File: config.mk
export PLATFORM = sky130hd
export DESIGN_NAME = lifo_stack_engine_unit
export DESIGN_NICKNAME = d
export VERILOG_FILES = /design/src/hdl/lse_pkg.sv /design/src/hdl/lifo_stack_engine_unit.sv
export SDC_FILE = /design/constraint.sdc
export NUM_CORES = 2
export LEC_CHECK = 0
export BUFFER_PORTS_ARGS = -buffer_cell sky130_fd_sc_hd__buf_2
export CORE_MARGIN = 4
export CORE_UTILIZATION = 55
export DETAILED_ROUTE_END_ITERATION = 8
export PLACE_DENSITY = 0.71
export REMOVE_ABC_BUFFERS = 1
export SLEW_MARGIN = 20
export SYNTH_ARGS = -nofsm -noshare
export SYNTH_HDL_FRONTEND = slang
export SYNTH_SLANG_ARGS = --single-unit
File: constraint.sdc
create_clock -name clk -period 21.2 [get_ports clk]
set_clock_uncertainty 0.2 [all_clocks]
set_input_delay 4.24 -clock clk [delete_from_list [all_inputs] [get_ports clk]]
set_output_delay 4.24 -clock clk [all_outputs]
set_load 0.05 [all_outputs]
File: src/hdl/lse_pkg.sv
`default_nettype none
package lse_pkg;

  // Stack geometry
  localparam int DEPTH  = 32;
  localparam int DATA_W = 32;
  localparam int IDX_W  = $clog2(DEPTH);
  localparam int CNT_W  = $clog2(DEPTH + 1);
  localparam int ENT_W  = 6;

  // Opcodes
  localparam logic [2:0] OP_PUSH    = 3'd0;
  localparam logic [2:0] OP_POP     = 3'd1;
  localparam logic [2:0] OP_READ    = 3'd2;
  localparam logic [2:0] OP_REMOVE  = 3'd3;
  localparam logic [2:0] OP_REPLACE = 3'd4;
  localparam logic [2:0] OP_REVERSE = 3'd5;

  // Result status codes
  localparam logic [1:0] ST_OK       = 2'd0;
  localparam logic [1:0] ST_UNDER    = 2'd1;
  localparam logic [1:0] ST_OVER     = 2'd2;
  localparam logic [1:0] ST_NOTFOUND = 2'd3;

  typedef logic signed [DATA_W-1:0] word_t;

  typedef enum logic [2:0] {
    S_IDLE,
    S_RD,
    S_CHK,
    S_RDK,
    S_SWAP_A,
    S_SWAP_B,
    S_EMIT,
    S_FIN
  } state_t;

endpackage
`default_nettype wire

File: src/hdl/lifo_stack_engine_unit.sv
// LIFO stack engine: a bounded stack of DEPTH signed words held in a
// single-port-write, single-port-read memory with registered read data.
// Input channel (in_valid/in_stall): one item per operation (push, pop,
// read all, remove matching, replace matching, reverse). in_stall is high
// whenever the sequencer is busy; a new item is taken only from idle.
// Result channel (out_valid/out_stall): one result per item, or one per
// entry for read all (top down, last set on the bottom entry).
// Steps, each entry walk using one memory read a step and one shared
// word comparator:
//   push, unused opcodes, empty stack: straight to the result step
//   pop: read, check, then result
//   read all: read, check and emit for each entry, top down
//   remove, replace: read and check for each entry, then result
//   reverse: read, check, read top, two swap writes per pair, then result
// A waiting result sits in the output register; the block still accepts
// the next item and holds back its first result until that register frees.
// A stall on a waiting result freezes the sequencer at its emit or finish step.
// Synchronous reset empties the stack and drops any pending result; memory
// contents are not cleared and are never used above the entry count.
`default_nettype none
module lifo_stack_engine_unit (
  input  wire logic                     clk,
  input  wire logic                     rst_n,
  input  wire logic                     in_valid,
  output logic                          in_stall,
  input  wire logic [2:0]               in_opcode,
  input  wire logic signed [31:0]       in_value,
  input  wire logic signed [31:0]       in_new_value,
  output logic                          out_valid,
  input  wire logic                     out_stall,
  output logic [1:0]                    out_status,
  output logic signed [31:0]            out_data,
  output logic                          out_last,
  output logic [lse_pkg::ENT_W-1:0]     out_entries
);
  import lse_pkg::*;

  // Control and datapath registers
  state_t            state_r, state_nxt;
  logic [2:0]        op_r, op_nxt;
  word_t             key_r, key_nxt;
  word_t             nval_r, nval_nxt;
  word_t             data_r, data_nxt;
  word_t             tmp_r, tmp_nxt;
  logic [CNT_W-1:0]  cnt_r, cnt_nxt;
  logic [CNT_W-1:0]  i_r, i_nxt;
  logic [CNT_W-1:0]  j_r, j_nxt;
  logic [CNT_W-1:0]  k_r, k_nxt;
  logic              hit_r, hit_nxt;
  logic [1:0]        stat_r, stat_nxt;

  // Output register
  logic              out_valid_r, out_valid_nxt;
  logic [1:0]        out_status_r, out_status_nxt;
  word_t             out_data_r, out_data_nxt;
  logic              out_last_r, out_last_nxt;
  logic [ENT_W-1:0]  out_entries_r, out_entries_nxt;

  // Memory
  word_t             mem [DEPTH];
  word_t             rdata_r;
  logic              mem_we;
  logic [IDX_W-1:0]  mem_wa;
  word_t             mem_wd;
  logic [IDX_W-1:0]  mem_ra;

  logic              in_fire;
  logic              out_free;
  logic              walk_end;
  logic              match;
  logic [CNT_W-1:0]  j_inc;
  logic              more_pairs;

  assign in_stall = (state_r != S_IDLE);
  assign in_fire  = in_valid && !in_stall;
  assign out_free = !out_valid_r || !out_stall;

  // Shared comparator and loop bounds
  assign match      = (rdata_r == key_r);
  assign walk_end   = (i_r == cnt_r - CNT_W'(1));
  assign j_inc      = j_r + CNT_W'(1);
  assign more_pairs = ((i_r + CNT_W'(1)) < (k_r - CNT_W'(1)));
  assign mem_ra     = (state_r == S_RDK) ? k_r[IDX_W-1:0] : i_r[IDX_W-1:0];

  // Next state
  always_comb begin
    state_nxt = state_r;
    unique case (state_r)
      S_IDLE: begin
        if (in_fire) begin
          if (in_opcode == OP_PUSH || in_opcode > OP_REVERSE || cnt_r == '0) begin
            state_nxt = S_FIN;
          end else if (in_opcode == OP_REVERSE && cnt_r == CNT_W'(1)) begin
            state_nxt = S_FIN;
          end else begin
            state_nxt = S_RD;
          end
        end
      end
      S_RD: state_nxt = S_CHK;
      S_CHK: begin
        case (op_r) inside
          OP_READ:               state_nxt = S_EMIT;
          OP_REMOVE, OP_REPLACE: state_nxt = walk_end ? S_FIN : S_RD;
          OP_REVERSE:            state_nxt = S_RDK;
          default:               state_nxt = S_FIN;
        endcase
      end
      S_RDK:    state_nxt = S_SWAP_A;
      S_SWAP_A: state_nxt = S_SWAP_B;
      S_SWAP_B: state_nxt = more_pairs ? S_RD : S_FIN;
      S_EMIT: begin
        if (out_free) begin
          state_nxt = (i_r == '0) ? S_IDLE : S_RD;
        end
      end
      S_FIN: begin
        if (out_free) begin
          state_nxt = S_IDLE;
        end
      end
      default: state_nxt = S_IDLE;
    endcase
  end

  // Datapath, memory port and output register controls
  always_comb begin
    op_nxt          = op_r;
    key_nxt         = key_r;
    nval_nxt        = nval_r;
    data_nxt        = data_r;
    tmp_nxt         = tmp_r;
    cnt_nxt         = cnt_r;
    i_nxt           = i_r;
    j_nxt           = j_r;
    k_nxt           = k_r;
    hit_nxt         = hit_r;
    stat_nxt        = stat_r;
    mem_we          = 1'b0;
    mem_wa          = i_r[IDX_W-1:0];
    mem_wd          = rdata_r;
    out_valid_nxt   = out_valid_r && out_stall;
    out_status_nxt  = out_status_r;
    out_data_nxt    = out_data_r;
    out_last_nxt    = out_last_r;
    out_entries_nxt = out_entries_r;

    unique case (state_r)
      S_IDLE: begin
        if (in_fire) begin
          op_nxt   = in_opcode;
          key_nxt  = in_value;
          nval_nxt = in_new_value;
          data_nxt = '0;
          hit_nxt  = 1'b0;
          i_nxt    = '0;
          j_nxt    = '0;
          k_nxt    = cnt_r - CNT_W'(1);
          stat_nxt = ST_OK;
          if (in_opcode == OP_PUSH) begin
            if (cnt_r == CNT_W'(DEPTH)) begin
              stat_nxt = ST_OVER;
            end else begin
              mem_we  = 1'b1;
              mem_wa  = cnt_r[IDX_W-1:0];
              mem_wd  = in_value;
              cnt_nxt = cnt_r + CNT_W'(1);
            end
          end else if (in_opcode > OP_REVERSE) begin
            stat_nxt = ST_OK;
          end else if (cnt_r == '0) begin
            stat_nxt = ST_UNDER;
          end else if (in_opcode == OP_POP) begin
            i_nxt   = cnt_r - CNT_W'(1);
            cnt_nxt = cnt_r - CNT_W'(1);
          end else if (in_opcode == OP_READ) begin
            i_nxt = cnt_r - CNT_W'(1);
          end
        end
      end
      S_RD: ;
      S_CHK: begin
        case (op_r) inside
          OP_POP, OP_READ: data_nxt = rdata_r;
          OP_REMOVE: begin
            if (!match) begin
              mem_we = 1'b1;
              mem_wa = j_r[IDX_W-1:0];
              mem_wd = rdata_r;
              j_nxt  = j_inc;
            end
            if (walk_end) begin
              cnt_nxt  = match ? j_r : j_inc;
              stat_nxt = ((match ? j_r : j_inc) != cnt_r) ? ST_OK : ST_NOTFOUND;
            end else begin
              i_nxt = i_r + CNT_W'(1);
            end
          end
          OP_REPLACE: begin
            if (match) begin
              mem_we  = 1'b1;
              mem_wd  = nval_r;
              hit_nxt = 1'b1;
            end
            if (walk_end) begin
              stat_nxt = (hit_r || match) ? ST_OK : ST_NOTFOUND;
            end else begin
              i_nxt = i_r + CNT_W'(1);
            end
          end
          OP_REVERSE: tmp_nxt = rdata_r;
          default: ;
        endcase
      end
      S_RDK: ;
      S_SWAP_A: begin
        // top word goes to the lower slot
        mem_we = 1'b1;
        mem_wd = rdata_r;
      end
      S_SWAP_B: begin
        mem_we = 1'b1;
        mem_wa = k_r[IDX_W-1:0];
        mem_wd = tmp_r;
        i_nxt  = i_r + CNT_W'(1);
        k_nxt  = k_r - CNT_W'(1);
      end
      S_EMIT: begin
        if (out_free) begin
          out_valid_nxt   = 1'b1;
          out_status_nxt  = ST_OK;
          out_data_nxt    = data_r;
          out_last_nxt    = (i_r == '0);
          out_entries_nxt = ENT_W'(cnt_r);
          if (i_r != '0) begin
            i_nxt = i_r - CNT_W'(1);
          end
        end
      end
      S_FIN: begin
        if (out_free) begin
          out_valid_nxt   = 1'b1;
          out_status_nxt  = stat_r;
          out_data_nxt    = data_r;
          out_last_nxt    = 1'b1;
          out_entries_nxt = ENT_W'(cnt_r);
        end
      end
      default: ;
    endcase
  end

  // Stack memory: one write, one registered read per cycle
  always_ff @(posedge clk) begin
    if (mem_we) begin
      mem[mem_wa] <= mem_wd;
    end
    rdata_r <= mem[mem_ra];
  end

  // Control state
  always_ff @(posedge clk) begin
    if (!rst_n) begin
      state_r     <= S_IDLE;
      cnt_r       <= '0;
      out_valid_r <= 1'b0;
    end else begin
      state_r     <= state_nxt;
      cnt_r       <= cnt_nxt;
      out_valid_r <= out_valid_nxt;
    end
  end

  // Payload registers
  always_ff @(posedge clk) begin
    op_r          <= op_nxt;
    key_r         <= key_nxt;
    nval_r        <= nval_nxt;
    data_r        <= data_nxt;
    tmp_r         <= tmp_nxt;
    i_r           <= i_nxt;
    j_r           <= j_nxt;
    k_r           <= k_nxt;
    hit_r         <= hit_nxt;
    stat_r        <= stat_nxt;
    out_status_r  <= out_status_nxt;
    out_data_r    <= out_data_nxt;
    out_last_r    <= out_last_nxt;
    out_entries_r <= out_entries_nxt;
  end

  assign out_valid   = out_valid_r;
  assign out_status  = out_status_r;
  assign out_data    = out_data_r;
  assign out_last    = out_last_r;
  assign out_entries = out_entries_r;

endmodule
`default_nettype wire

==> summary.txt <==
Total Nets Final: 3819
Required time worst endpoint: 21410 ps
Crit path max fanout: 33
Sink Count: 1259
Initial drt markers: 3609
Reg clk slew, reported paths: 60 ps
Setup CP Type: in2reg
Critical path launch point type: input pin
Mean post-synth cell area: 14.0 um2
CTS tree: done
Post-synth EDFFs: 1217
Placer Congestion: 0.894
Post-synthesis cell count: 3675
Die Wd: 314 um
Slew margin rel.: 26.7%
Core area: 92200 um2
Post-layout util: 63.2%
Synth top area cells: edfxtp_1, a211oi_1, nand2_1
Pwr Density: 168 nW/um2
Post-route ant nets: 0
Post-synth top area cell: edfxtp_1
CTS Hold Bufs: 0
First-pass GRT wire length: 202000 um
Post-CTS setup buffers: 0
TritonCTS buffer count: 130
Synth top area share: 71.0%
Fin crit period: 8500 ps
Max Freq: 0.118 GHz
Clk buf depth: 3
Total track usage: 28.0%
CTS H-tree depth: 4
Initial antenna violation count: 8
Post-Syn Area: 51500 um2
Crit share post-route: 40.1%
First-pass detailed-route iteration total: 7
Crit path DAT: 8710 ps
Vias per cell: 6.35
# DRC: 0
CP endpoint kind: flop
Unrepaired setup endpoints after global routing: false
Endpoints failing setup: 0
WL final: 139000 um
Ys Warns: 0
Max_cap viols: 0
Ys async rst share: 0%
Starting density of the core: 55.8%
Post-DP HPWL: 82300 um
Via count: 32.3k
Setup_tns: 0 ps
Synth cell count leaders: edfxtp_1, nand2_1, a211oi_1
Status: complete, no violations
Cell row count: 111
Hold_ws: 209 ps
Hold Fails Final Rpt: 0
GRT overflow: 0
Die Ht: 314 um
Worst slew pin tran: 1100 ps
Die area: 98500 um2
Drt wl/cell: 27.4 um
Most used DFF post-synth: edfxtp_1
Vias in the first global route: 30.8k
Synth cell types: 70
Layout cells sized above 1: 12.3%
Register area share after synthesis: 72.7%
Slew Viols, Final: 0
Leakage: 0.0189 uW
Yosys reg bits: 1259
Layout fillers: 6555
I/O pin count: 114
Clk_lat worst skew: 750 ps
Post_cts resized: 0
IO Port Bufs: 113
Largest net degree at the start of global routing: 204
Worst hold path class: reg2reg
Area Growth Syn to Fin: 13.3%
Root Buffer: clkbuf_16
Count leader, synth: edfxtp_1
VDD IR max: 0.123 mV
[final timing paths]
path | start | end | slack [ps] | cells past startpoint
max | in_valid | mem[29][4] | 12700 | 10
min | data_r[20] | out_data[20] | 210 | 0
max reg2reg | state_r[2] | rdata_r[19] | 14310 | 12
min reg2reg | data_r[20] | out_data[20] | 210 | 0
[cells in the final DEF, fill, tap and decap left out, types with 38 or more instances in the layout]
cell and n:
edfxtp_1 1217, nand2_1 543, a211oi_1 353, a21oi_1 156, clkbuf_16 136, and2_0 134, a31oi_1 132, a311oi_1 128
and2_1 125, buf_2 113, o21ai_0 70, nor2_1 61, buf_4 55, xor2_1 44, dfxtp_1 41, and3_1 38
[worst max-delay path, cell delays in order]
cell and delay (ps):
buf_2 140, nand2b_1 190, nor2_4 860, and3_2 780
buf_4 550, a22o_1 200, a221o_1 270, nand3_1 370
nor2_4 670, buf_4 400
[where the power goes]
| part | internal (uW) | switching [uW] | total, uW |
|---|---|---|---|
| combinational | 951 | 2840 | 3790 |
| sequential | 3640 | 164 | 3810 |
| clock | 1290 | 938 | 2220 |
[kinds of logic (layout without fill, tap and decap cells)]
| kind of cell | Yosys count | in the layout | share of synthesized area, % |
|---|---|---|---|
| DFF | 1259 | 1259 | 72.7 |
| and+or+nand+nor | 1020 | 1020 | 9.46 |
| AOI/OAI and AO/OA | 984 | 984 | 13.2 |
| buffers and inverters | 289 | 448 | 2.29 |
| xor gates and xnor gates | 71 | 71 | 1.29 |
| muxes | 39 | 39 | 0.783 |
| adders and majority gates | 13 | 13 | 0.316 |
| other | 0 | 1 | 0 |
[per-stage QoR]
stage / cell area [um2] / worst slack [ps] / total power [uW] / std cells
after floorplan: 50300 / 7640 / 6350 / 3404
after global placement: 53500 / 11950 / 7510 / 4819
after detailed placement: 53700 / 11750 / 7580 / 4825
after CTS: 57800 / 12530 / 9790 / 5056
after global routing: 58300 / 12420 / 10200 / 5078
final: 58300 / 12700 / 9820 / 5078
[registers in the layout (all words and copies together) (netlist names), 32 cells and up]
name,count
key_r,32
tmp_r,32
out_data,32
nval_r,32
rdata_r,32
data_r,32
mem,1024
[final cells by class]
class / count / area (um2) / share of cell area, %
flip-flops and latches: 1259 / 37400 / 64.1
multi-input cells: 2127 / 13400 / 23.1
clock buffers: 175 / 3610 / 6.19
repair buffers: 199 / 1700 / 2.92
well taps: 1243 / 1560 / 2.67
clock inverters: 56 / 534 / 0.916
inverters: 18 / 67.6 / 0.116
diodes: 1 / 2.50 / 0.00429
[per-layer routing]
| layer | vias up | wire, um | GRT usage [%] |
|---|---|---|---|
| met5 | - | 28 | 0 |
| met4 | 4 | 7420 | 13.9 |
| met3 | 313 | 11300 | 4.80 |
| met2 | 1529 | 66400 | 44.6 |
| met1 | 16136 | 53800 | 37.5 |
| li1 | 14276 | - | - |
Note: power is estimated with default switching activity, not from simulation.
